===== src/rtl/swst_pkg.sv =====
// ----------------------------------------------------------------------------
// swst_pkg
// Shared types, widths and constants of the swerve steering angle block.
// ----------------------------------------------------------------------------
`timescale 1ns / 1ps
`default_nettype none

package swst_pkg;

   localparam int WHEEL_COUNT      = 4;
   localparam int WHEEL_IDX_W      = 2;
   localparam int ANGLE_BITS_DEF   = 16;
   localparam int CORDIC_STEPS_DEF = 16;

   localparam int STICK_W  = 11;
   localparam int SWITCH_W = 2;

   // left switch positions, anything but middle halts the drive
   localparam logic [SWITCH_W-1:0] SWITCH_UP     = 2'd0;
   localparam logic [SWITCH_W-1:0] SWITCH_MIDDLE = 2'd1;
   localparam logic [SWITCH_W-1:0] SWITCH_DOWN   = 2'd2;

   // wheel order of the result
   localparam logic [WHEEL_IDX_W-1:0] WHEEL_FL = 2'd0;
   localparam logic [WHEEL_IDX_W-1:0] WHEEL_FR = 2'd1;
   localparam logic [WHEEL_IDX_W-1:0] WHEEL_BL = 2'd2;
   localparam logic [WHEEL_IDX_W-1:0] WHEEL_BR = 2'd3;

   // stick scaled by 2^15, turn by cos(pi/4) in Q15
   localparam int STICK_SHIFT = 15;
   localparam int COS45_Q15   = 23170;

   // wheel vector, cordic datapath and turn accumulator widths
   localparam int VEC_W  = 27;
   localparam int XY_W   = 30;
   localparam int Z_W    = 33;
   localparam int MAG_W  = 32;
   localparam int PROD_W = 63;

   localparam int TAB_LEN   = 24;
   localparam int TAB_IDX_W = 5;

   // arctangent of 2^-i in binary turns, 2^32 per turn
   localparam logic [29:0] ATAN_TURNS [TAB_LEN] = '{
      30'd536870912, 30'd316933406, 30'd167458907, 30'd85004756,
      30'd42667331,  30'd21354465,  30'd10679838,  30'd5340245,
      30'd2670163,   30'd1335087,   30'd667544,    30'd333772,
      30'd166886,    30'd83443,     30'd41722,     30'd20861,
      30'd10430,     30'd5215,      30'd2608,      30'd1304,
      30'd652,       30'd326,       30'd163,       30'd81
   };

   localparam logic signed [Z_W-1:0] QUARTER_TURN = Z_W'(1) <<< 30;

   // pi in Q29
   localparam logic [30:0] PI_Q29 = 31'd1686629713;

endpackage

`default_nettype wire


===== src/rtl/swst_cordic.sv =====
// ----------------------------------------------------------------------------
// swst_cordic
// Iterative vectoring cordic: atan2 of one vector, one micro-rotation per
// cycle, then a turn-to-radian scale through one multiplier.
// ----------------------------------------------------------------------------
`timescale 1ns / 1ps
`default_nettype none

module swst_cordic
   import swst_pkg::*;
#(
   parameter int ANGLE_BITS   = ANGLE_BITS_DEF,
   parameter int CORDIC_STEPS = CORDIC_STEPS_DEF
) (
   input  logic                         clock,
   input  logic                         reset,
   input  logic                         start,
   input  logic signed [VEC_W-1:0]      vec_x,
   input  logic signed [VEC_W-1:0]      vec_y,
   output logic                         done,
   output logic signed [ANGLE_BITS-1:0] angle
);

   localparam int STEPS = (CORDIC_STEPS > TAB_LEN) ? TAB_LEN : CORDIC_STEPS;
   localparam logic [TAB_IDX_W-1:0] LAST_STEP = TAB_IDX_W'(STEPS - 1);
   localparam int FRAC  = ANGLE_BITS - 3;
   localparam int SHIFT = 60 - FRAC;

   typedef enum logic [3:0] {
      C_IDLE = 4'b0001,
      C_ITER = 4'b0010,
      C_MUL  = 4'b0100,
      C_RND  = 4'b1000
   } cordic_state_type;

   cordic_state_type                state_ff, state_in;
   logic [TAB_IDX_W-1:0]            cnt_ff, cnt_in;
   logic signed [XY_W-1:0]          x_ff, x_in;
   logic signed [XY_W-1:0]          y_ff, y_in;
   logic signed [Z_W-1:0]           z_ff, z_in;
   logic [PROD_W-1:0]               prod_ff, prod_in;
   logic                            neg_ff, neg_in;
   logic                            done_ff, done_in;
   logic signed [ANGLE_BITS-1:0]    angle_ff, angle_in;

   logic signed [XY_W-1:0]          xe, ye, xs, ys;
   logic signed [Z_W-1:0]           atan_z, z_neg;
   logic [MAG_W-1:0]                mag;
   logic [63:0]                     rnd;
   logic [63:0]                     rad;
   logic [ANGLE_BITS-1:0]           rad_cut;

   always_comb begin
      xe      = XY_W'(vec_x);
      ye      = XY_W'(vec_y);
      xs      = x_ff >>> cnt_ff;
      ys      = y_ff >>> cnt_ff;
      atan_z  = $signed(Z_W'(ATAN_TURNS[cnt_ff]));
      z_neg   = -z_ff;
      mag     = z_ff[Z_W-1] ? z_neg[MAG_W-1:0] : z_ff[MAG_W-1:0];
      rnd     = {1'b0, prod_ff} + (64'd1 << (SHIFT - 1));
      rad     = rnd >> SHIFT;
      rad_cut = rad[ANGLE_BITS-1:0];

      state_in = state_ff;
      cnt_in   = cnt_ff;
      x_in     = x_ff;
      y_in     = y_ff;
      z_in     = z_ff;
      prod_in  = prod_ff;
      neg_in   = neg_ff;
      angle_in = angle_ff;
      done_in  = 1'b0;

      unique case (state_ff)
         C_IDLE: begin
            if (start) begin
               cnt_in = '0;
               if (vec_x == '0 && vec_y == '0) begin
                  // zero vector gives angle zero
                  z_in     = '0;
                  state_in = C_MUL;
               end else begin
                  if (vec_x < 0) begin
                     // left half plane: turn a quarter first
                     if (vec_y >= 0) begin
                        x_in = ye;
                        y_in = -xe;
                        z_in = QUARTER_TURN;
                     end else begin
                        x_in = -ye;
                        y_in = xe;
                        z_in = -QUARTER_TURN;
                     end
                  end else begin
                     x_in = xe;
                     y_in = ye;
                     z_in = '0;
                  end
                  state_in = C_ITER;
               end
            end
         end
         C_ITER: begin
            if (!y_ff[XY_W-1]) begin
               x_in = x_ff + ys;
               y_in = y_ff - xs;
               z_in = z_ff + atan_z;
            end else begin
               x_in = x_ff - ys;
               y_in = y_ff + xs;
               z_in = z_ff - atan_z;
            end
            if (cnt_ff == LAST_STEP) begin
               state_in = C_MUL;
            end else begin
               cnt_in = cnt_ff + 1'b1;
            end
         end
         C_MUL: begin
            prod_in  = PROD_W'(mag) * PROD_W'(PI_Q29);
            neg_in   = z_ff[Z_W-1];
            state_in = C_RND;
         end
         C_RND: begin
            angle_in = neg_ff ? -$signed(rad_cut) : $signed(rad_cut);
            done_in  = 1'b1;
            state_in = C_IDLE;
         end
         default: begin
            state_in = C_IDLE;
         end
      endcase
   end

   always_ff @(posedge clock) begin
      if (reset) begin
         state_ff <= C_IDLE;
         done_ff  <= 1'b0;
         cnt_ff   <= '0;
      end else begin
         state_ff <= state_in;
         done_ff  <= done_in;
         cnt_ff   <= cnt_in;
      end
   end

   always_ff @(posedge clock) begin
      x_ff     <= x_in;
      y_ff     <= y_in;
      z_ff     <= z_in;
      prod_ff  <= prod_in;
      neg_ff   <= neg_in;
      angle_ff <= angle_in;
   end

   assign done  = done_ff;
   assign angle = angle_ff;

endmodule

`default_nettype wire


===== src/rtl/swerve_steer_angle_deltas.sv =====
// ----------------------------------------------------------------------------
// swerve_steer_angle_deltas
// Steering angle turns of a four wheel swerve drive from one stick command,
// one shared cordic walked over the wheels in turn.
// ----------------------------------------------------------------------------
//  channel | ports                                             | moves
//  --------+---------------------------------------------------+-----------------
//  req     | req_valid req_ready req_stick_* req_left_switch   | stick command in
//  rsp     | rsp_valid rsp_ready rsp_delta_* rsp_killed        | four turns out
//
//  a command runs the cordic over the four wheels in turn, one
//  micro-rotation per cycle per wheel; a wheel with a zero vector skips
//  the micro-rotations, and a killed command does not run the cordic.
//  req_ready is high only while the sequencer is idle; the result sits in an
//  output register so a new command can start while it waits for rsp_ready.
//  reset clears the stored wheel angles and the kill flag.
// ----------------------------------------------------------------------------
`timescale 1ns / 1ps
`default_nettype none

module swerve_steer_angle_deltas
   import swst_pkg::*;
#(
   parameter int ANGLE_BITS   = ANGLE_BITS_DEF,
   parameter int CORDIC_STEPS = CORDIC_STEPS_DEF
) (
   input  logic                         clock,
   input  logic                         reset,
   input  logic                         req_valid,
   output logic                         req_ready,
   input  logic signed [STICK_W-1:0]    req_stick_x,
   input  logic signed [STICK_W-1:0]    req_stick_y,
   input  logic signed [STICK_W-1:0]    req_stick_turn,
   input  logic [SWITCH_W-1:0]          req_left_switch,
   output logic                         rsp_valid,
   input  logic                         rsp_ready,
   output logic signed [ANGLE_BITS-1:0] rsp_delta_front_left,
   output logic signed [ANGLE_BITS-1:0] rsp_delta_front_right,
   output logic signed [ANGLE_BITS-1:0] rsp_delta_back_left,
   output logic signed [ANGLE_BITS-1:0] rsp_delta_back_right,
   output logic                         rsp_killed
);

   localparam int FRAC = ANGLE_BITS - 3;
   localparam logic [63:0] PI_Q_FULL =
      (64'(PI_Q29) + (64'd1 << (28 - FRAC))) >> (29 - FRAC);
   localparam logic signed [ANGLE_BITS:0] PI_Q =
      $signed({1'b0, PI_Q_FULL[ANGLE_BITS-1:0]});

   typedef enum logic [3:0] {
      S_IDLE = 4'b0001,
      S_LOAD = 4'b0010,
      S_WAIT = 4'b0100,
      S_DONE = 4'b1000
   } seq_state_type;

   seq_state_type                state_ff, state_in;
   logic [WHEEL_IDX_W-1:0]       wheel_ff, wheel_in;
   logic                         halted_ff, halted_in;
   logic signed [VEC_W-1:0]      x_ff, x_in;
   logic signed [VEC_W-1:0]      y_ff, y_in;
   logic signed [VEC_W-1:0]      t_ff, t_in;
   logic signed [ANGLE_BITS-1:0] last_ff  [WHEEL_COUNT];
   logic signed [ANGLE_BITS-1:0] last_in  [WHEEL_COUNT];
   logic signed [ANGLE_BITS-1:0] delta_ff [WHEEL_COUNT];
   logic signed [ANGLE_BITS-1:0] delta_in [WHEEL_COUNT];

   logic                         rsp_valid_ff, rsp_valid_in;
   logic signed [ANGLE_BITS-1:0] rsp_fl_ff, rsp_fl_in;
   logic signed [ANGLE_BITS-1:0] rsp_fr_ff, rsp_fr_in;
   logic signed [ANGLE_BITS-1:0] rsp_bl_ff, rsp_bl_in;
   logic signed [ANGLE_BITS-1:0] rsp_br_ff, rsp_br_in;
   logic                         rsp_killed_ff, rsp_killed_in;

   logic                         req_xfer;
   logic                         cordic_start;
   logic                         cordic_done;
   logic signed [ANGLE_BITS-1:0] cordic_angle;
   logic signed [VEC_W-1:0]      vec_x, vec_y;
   logic signed [ANGLE_BITS:0]   diff;
   logic signed [ANGLE_BITS:0]   diff_clip;

   swst_cordic #(
      .ANGLE_BITS  (ANGLE_BITS),
      .CORDIC_STEPS(CORDIC_STEPS)
   ) u_cordic (
      .clock(clock),
      .reset(reset),
      .start(cordic_start),
      .vec_x(vec_x),
      .vec_y(vec_y),
      .done (cordic_done),
      .angle(cordic_angle)
   );

   assign req_ready    = (state_ff == S_IDLE);
   assign req_xfer     = req_valid & req_ready;
   assign cordic_start = (state_ff == S_LOAD);

   // wheel direction vector with the signs of the current wheel
   always_comb begin
      unique case (wheel_ff)
         WHEEL_FL: begin
            vec_y = y_ff - t_ff;
            vec_x = x_ff - t_ff;
         end
         WHEEL_FR: begin
            vec_y = y_ff - t_ff;
            vec_x = x_ff + t_ff;
         end
         WHEEL_BL: begin
            vec_y = y_ff + t_ff;
            vec_x = x_ff + t_ff;
         end
         WHEEL_BR: begin
            vec_y = y_ff + t_ff;
            vec_x = x_ff - t_ff;
         end
         default: begin
            vec_y = '0;
            vec_x = '0;
         end
      endcase
   end

   always_comb begin
      diff = (ANGLE_BITS + 1)'(cordic_angle) - (ANGLE_BITS + 1)'(last_ff[wheel_ff]);
      if (diff > PI_Q) begin
         diff_clip = PI_Q;
      end else if (diff < -PI_Q) begin
         diff_clip = -PI_Q;
      end else begin
         diff_clip = diff;
      end
   end

   always_comb begin
      state_in      = state_ff;
      wheel_in      = wheel_ff;
      halted_in     = halted_ff;
      x_in          = x_ff;
      y_in          = y_ff;
      t_in          = t_ff;
      last_in       = last_ff;
      delta_in      = delta_ff;
      rsp_valid_in  = rsp_valid_ff & ~rsp_ready;
      rsp_fl_in     = rsp_fl_ff;
      rsp_fr_in     = rsp_fr_ff;
      rsp_bl_in     = rsp_bl_ff;
      rsp_br_in     = rsp_br_ff;
      rsp_killed_in = rsp_killed_ff;

      unique case (state_ff)
         S_IDLE: begin
            if (req_xfer) begin
               x_in     = VEC_W'(req_stick_x) <<< STICK_SHIFT;
               y_in     = VEC_W'(req_stick_y) <<< STICK_SHIFT;
               t_in     = VEC_W'(req_stick_turn) * VEC_W'(COS45_Q15);
               wheel_in = WHEEL_FL;
               // sticky kill on up, down or the unused code
               if (req_left_switch != SWITCH_MIDDLE || halted_ff) begin
                  halted_in = 1'b1;
                  state_in  = S_DONE;
               end else begin
                  state_in = S_LOAD;
               end
            end
         end
         S_LOAD: begin
            state_in = S_WAIT;
         end
         S_WAIT: begin
            if (cordic_done) begin
               delta_in[wheel_ff] = diff_clip[ANGLE_BITS-1:0];
               last_in[wheel_ff]  = cordic_angle;
               if (wheel_ff == WHEEL_BR) begin
                  state_in = S_DONE;
               end else begin
                  wheel_in = wheel_ff + 1'b1;
                  state_in = S_LOAD;
               end
            end
         end
         S_DONE: begin
            if (!rsp_valid_ff || rsp_ready) begin
               rsp_valid_in  = 1'b1;
               rsp_killed_in = halted_ff;
               if (halted_ff) begin
                  rsp_fl_in = '0;
                  rsp_fr_in = '0;
                  rsp_bl_in = '0;
                  rsp_br_in = '0;
               end else begin
                  rsp_fl_in = delta_ff[WHEEL_FL];
                  rsp_fr_in = delta_ff[WHEEL_FR];
                  rsp_bl_in = delta_ff[WHEEL_BL];
                  rsp_br_in = delta_ff[WHEEL_BR];
               end
               state_in = S_IDLE;
            end
         end
         default: begin
            state_in = S_IDLE;
         end
      endcase
   end

   always_ff @(posedge clock) begin
      if (reset) begin
         state_ff     <= S_IDLE;
         wheel_ff     <= WHEEL_FL;
         halted_ff    <= 1'b0;
         rsp_valid_ff <= 1'b0;
         for (int i = 0; i < WHEEL_COUNT; i++) begin
            last_ff[i] <= '0;
         end
      end else begin
         state_ff     <= state_in;
         wheel_ff     <= wheel_in;
         halted_ff    <= halted_in;
         rsp_valid_ff <= rsp_valid_in;
         last_ff      <= last_in;
      end
   end

   always_ff @(posedge clock) begin
      x_ff          <= x_in;
      y_ff          <= y_in;
      t_ff          <= t_in;
      delta_ff      <= delta_in;
      rsp_fl_ff     <= rsp_fl_in;
      rsp_fr_ff     <= rsp_fr_in;
      rsp_bl_ff     <= rsp_bl_in;
      rsp_br_ff     <= rsp_br_in;
      rsp_killed_ff <= rsp_killed_in;
   end

   assign rsp_valid             = rsp_valid_ff;
   assign rsp_delta_front_left  = rsp_fl_ff;
   assign rsp_delta_front_right = rsp_fr_ff;
   assign rsp_delta_back_left   = rsp_bl_ff;
   assign rsp_delta_back_right  = rsp_br_ff;
   assign rsp_killed            = rsp_killed_ff;

endmodule

`default_nettype wire

===== config.mk =====
export PLATFORM = sky130hd
export DESIGN_NAME = swerve_steer_angle_deltas
export DESIGN_NICKNAME = d
export VERILOG_FILES = /design/src/rtl/swst_pkg.sv /design/src/rtl/swst_cordic.sv /design/src/rtl/swerve_steer_angle_deltas.sv
export SDC_FILE = /design/constraint.sdc
export NUM_CORES = 2
export LEC_CHECK = 0
export BUFFER_PORTS_ARGS = -buffer_cell sky130_fd_sc_hd__buf_2
export CAP_MARGIN = 10
export CORE_ASPECT_RATIO = 1.4
export CORE_MARGIN = 3
export CORE_UTILIZATION = 60
export DETAILED_ROUTE_END_ITERATION = 10
export GPL_ROUTABILITY_DRIVEN = 1
export PLACE_DENSITY = 0.75
export SYNTH_ARGS = -nofsm -noshare
export SYNTH_HDL_FRONTEND = slang
export SYNTH_SLANG_ARGS = --single-unit
export TNS_END_PERCENT = 100

===== constraint.sdc =====
create_clock -name clock -period 10.65 [get_ports clock]
set_input_delay 2.13 -clock clock [delete_from_list [all_inputs] [get_ports clock]]
set_output_delay 2.13 -clock clock [all_outputs]
set_load 0.02 [all_outputs]

==> impl_metrics.tcl <==
set metrics [dict create \
    syn-num-nets 6166 \
    core_um2 80800 \
    endpoint_kind "flop" \
    clk_path_buf_depth 3 \
    p_clk_share_pct 8.5 \
    ys_types 99 \
    post_cts_buffers 0 \
    start_util_pct 60.7 \
    drtPass1Iterations 8 \
    io_buffer_count 105 \
    status "complete, no violations" \
    synth_ff_type "edfxtp_1" \
    slew_headroom_pct 17.2 \
    antenna_left 0 \
    sw_frac_of_total_pct 52.0 \
    setup_tns_ps 0 \
    max_clock_freq_ghz 0.104 \
    die_w_um 248 \
    p_comb_share_pct 79.9 \
    cp-start-kind "flop" \
    die_area_um2 85300 \
    io_pins 106 \
    rsz0062_at_grt "no" \
    cpMaxStageDelayCell "xor2_1" \
    cp.required_ps 10990 \
    groute.usage.overall_pct 32.4 \
    vias 39200 \
    ctsHoldBuffers 0 \
    clkLatencyLatePin_ps 600 \
    drt_iter0_drc 3131 \
    leakage_nw 22.6 \
    synth_warnings 0 \
    grt_pass1_vias 39800 \
    cts_tree "yes" \
    synth_edf_count 304 \
    critPathKind "reg2reg" \
    path_clk_slew_ps 70 \
    gp_routability_congestion 1.02 \
    hold_class "reg2reg" \
    post_drt_via_cell_ratio 6.23 \
    rows 123 \
    p_sw_mw 8.92 \
    syn_avg_cell_area_um2 9.49 \
    setup_viol 0 \
    wl_per_cell_um 21.8 \
    maxCapViolations 0 \
    power_density_nw_per_um2 330 \
    setup_slack_ps 1070 \
    syn-cell-area_um2 49100 \
    clockRootBuffer "clkbuf_16" \
    clock_skew_ps 26.5 \
    hpwl_um 109000 \
    ir_worst_vdd_v 0.00147 \
    syn2layout_area_growth_pct 6.05 \
    fill_cells 6612 \
    intPower_mw 8.24 \
    cts_made_buffers 41 \
    worst_pin_slew_ps 1230 \
    syn_inst 5174 \
    min_period_ps 9580 \
    dp_slack_ps 1090 \
    htree_levels 2 \
    synth_seq_cells 386 \
    critical_path.max_stage_delay_ps 550 \
    final_cell_mix "inv_1, ha_1, a21oi_1" \
    worstPathArrival_ps 9910 \
    numClockSinks 386 \
    maxSlewViolCount 0 \
    crit_top_cell "fa_1" \
    dieHeight_um 344 \
    antenna_found_initial 6 \
    seqPwrFrac_pct 11.6 \
    finalCritPeriodShare_pct 89.9 \
    layout_commonest_cell "inv_1" \
    grt_max_degree 90 \
    ctsResizeCount 0 \
    synthArstFlopShare_pct 0 \
    final_nets 6182 \
    cp_max_fo 7 \
    synth_seq_area_share_pct 21.9 \
    wl_um 137000 \
    drc 0 \
    grt_pass1_wl_um 215000 \
    drive_gt1_share_pct 8.81 \
    hold_viol 0 \
    globalRouteOverflowTotal 0 \
]
[flip-flops by register name (all words and copies together) (netlist names), 17 cells and up]
register	count
t_ff	26
u_cordic.z_ff	33
delta_ff	64
u_cordic.y_ff	30
u_cordic.prod_ff	17
u_cordic.x_ff	30
last_ff	64
[final cells by class]
class | count | area (µm²) | area share [%]
clock buffer | 51 | 1080 | 2.08
sequential | 386 | 10800 | 20.7
timing repair buffer | 181 | 1110 | 2.13
multi-input combinational | 3934 | 35000 | 67.3
inverter | 646 | 2420 | 4.66
tap | 1062 | 1330 | 2.55
antenna | 1 | 2.50 | 0.00481
clock inverter | 25 | 272 | 0.522
[final timing paths]
| path | start | slack (ps) | depth (start not counted) | endpoint |
|---|---|---|---|---|
| min | last_ff[9] | 460 | 2 | last_ff[9] |
| max | u_cordic.z_ff[6] | 1070 | 30 | u_cordic.prod_ff[62] |
| min reg2reg | last_ff[9] | 460 | 2 | last_ff[9] |
| max reg2reg | u_cordic.z_ff[6] | 1070 | 30 | u_cordic.prod_ff[62] |
[metal layers]
| metal | share of wire, % | track usage [%] | up-vias | wire (µm) |
|---|---|---|---|---|
| met5 | 0.034 | 0 | - | 46 |
| met4 | 9.3 | 24.4 | 8 | 12700 |
| met3 | 5.6 | 4.53 | 499 | 7670 |
| met2 | 49 | 56.4 | 1470 | 67300 |
| met1 | 36 | 35.9 | 18900 | 49500 |
| li1 | - | - | 18300 | - |
[power groups by stage]
stage | registers [mW] | logic, mW | clock network [mW]
2_1_floorplan | 1.98 | 9.58 | 0
3_3_place_gp | 2.02 | 13.2 | 0
3_5_place_dp | 2.02 | 13.4 | 0
4_1_cts | 1.99 | 13.6 | 1.49
5_1_grt | 1.99 | 15.4 | 1.54
6_report | 1.98 | 13.7 | 1.47
[logic make-up (layout without fill, tap and decap cells)]
family,after synthesis,count (layout),synth area share [%]
AND/OR/NAND/NOR,1253,1253,12.6
buffers and inverters,854,903,6.82
XOR/XNOR,422,422,7.53
flip-flops,386,386,21.9
other,0,1,0
AO/OA/AOI/OAI,1097,1097,14.3
adder cells (fa/ha/maj),957,957,29.3
multiplexers,205,205,7.44
[synthesized netlist by cell type (all sizes together), types with 18 or more instances]
cell type / n / share of area [%]
ha: 628 / 16
nor2b: 106 / 1.4
dfxtp: 82 / 3.3
buf: 74 / 0.85
and2: 34 / 0.43
or3: 49 / 0.62
o31ai: 24 / 0.37
clkbuf: 134 / 1.0
o21a: 43 / 0.66
a21o: 119 / 1.8
o211ai: 34 / 0.52
and3: 41 / 0.52
xor2: 139 / 2.5
or2: 23 / 0.30
a22oi: 18 / 0.29
fa: 325 / 13
o21ai: 192 / 2.0
o21bai: 24 / 0.37
a21oi: 362 / 3.7
nand2: 336 / 2.6
mux2: 34 / 0.78
nor4: 25 / 0.42
nor2: 319 / 2.4
nand2b: 38 / 0.48
nand4: 35 / 0.45
nand3: 75 / 0.76
xnor2: 283 / 5.1
a31oi: 61 / 0.78
inv: 633 / 4.8
edfxtp: 304 / 19
nor3: 109 / 1.1
a211oi: 30 / 0.46
mux4: 121 / 5.6
o22ai: 21 / 0.27
mux2i: 50 / 1.0
[worst max-delay path: cells and delay by family (launching register included)]
kind	cells	cell delay [ps]
xor gates and xnor gates	4	1090
DFF	1	450
and+or+nand+nor	9	2350
buffers and inverters	4	640
AOI/OAI and AO/OA	5	1270
adders and majority gates	8	3540
[stage by stage]
step	std cells	util [%]	instance area [µm²]	total power [mW]	hold WS [ps]
finish	6286	64.4	52000	17.2	455
global route	6286	64.4	52000	18.9	472
CTS	6284	64.4	52000	17.0	456
detailed placement	6208	62.7	50700	15.5	447
global placement	6208	62.7	50700	15.2	439
floorplan	5174	-	49100	11.6	433
Note: power is estimated with default switching activity, not from simulation.
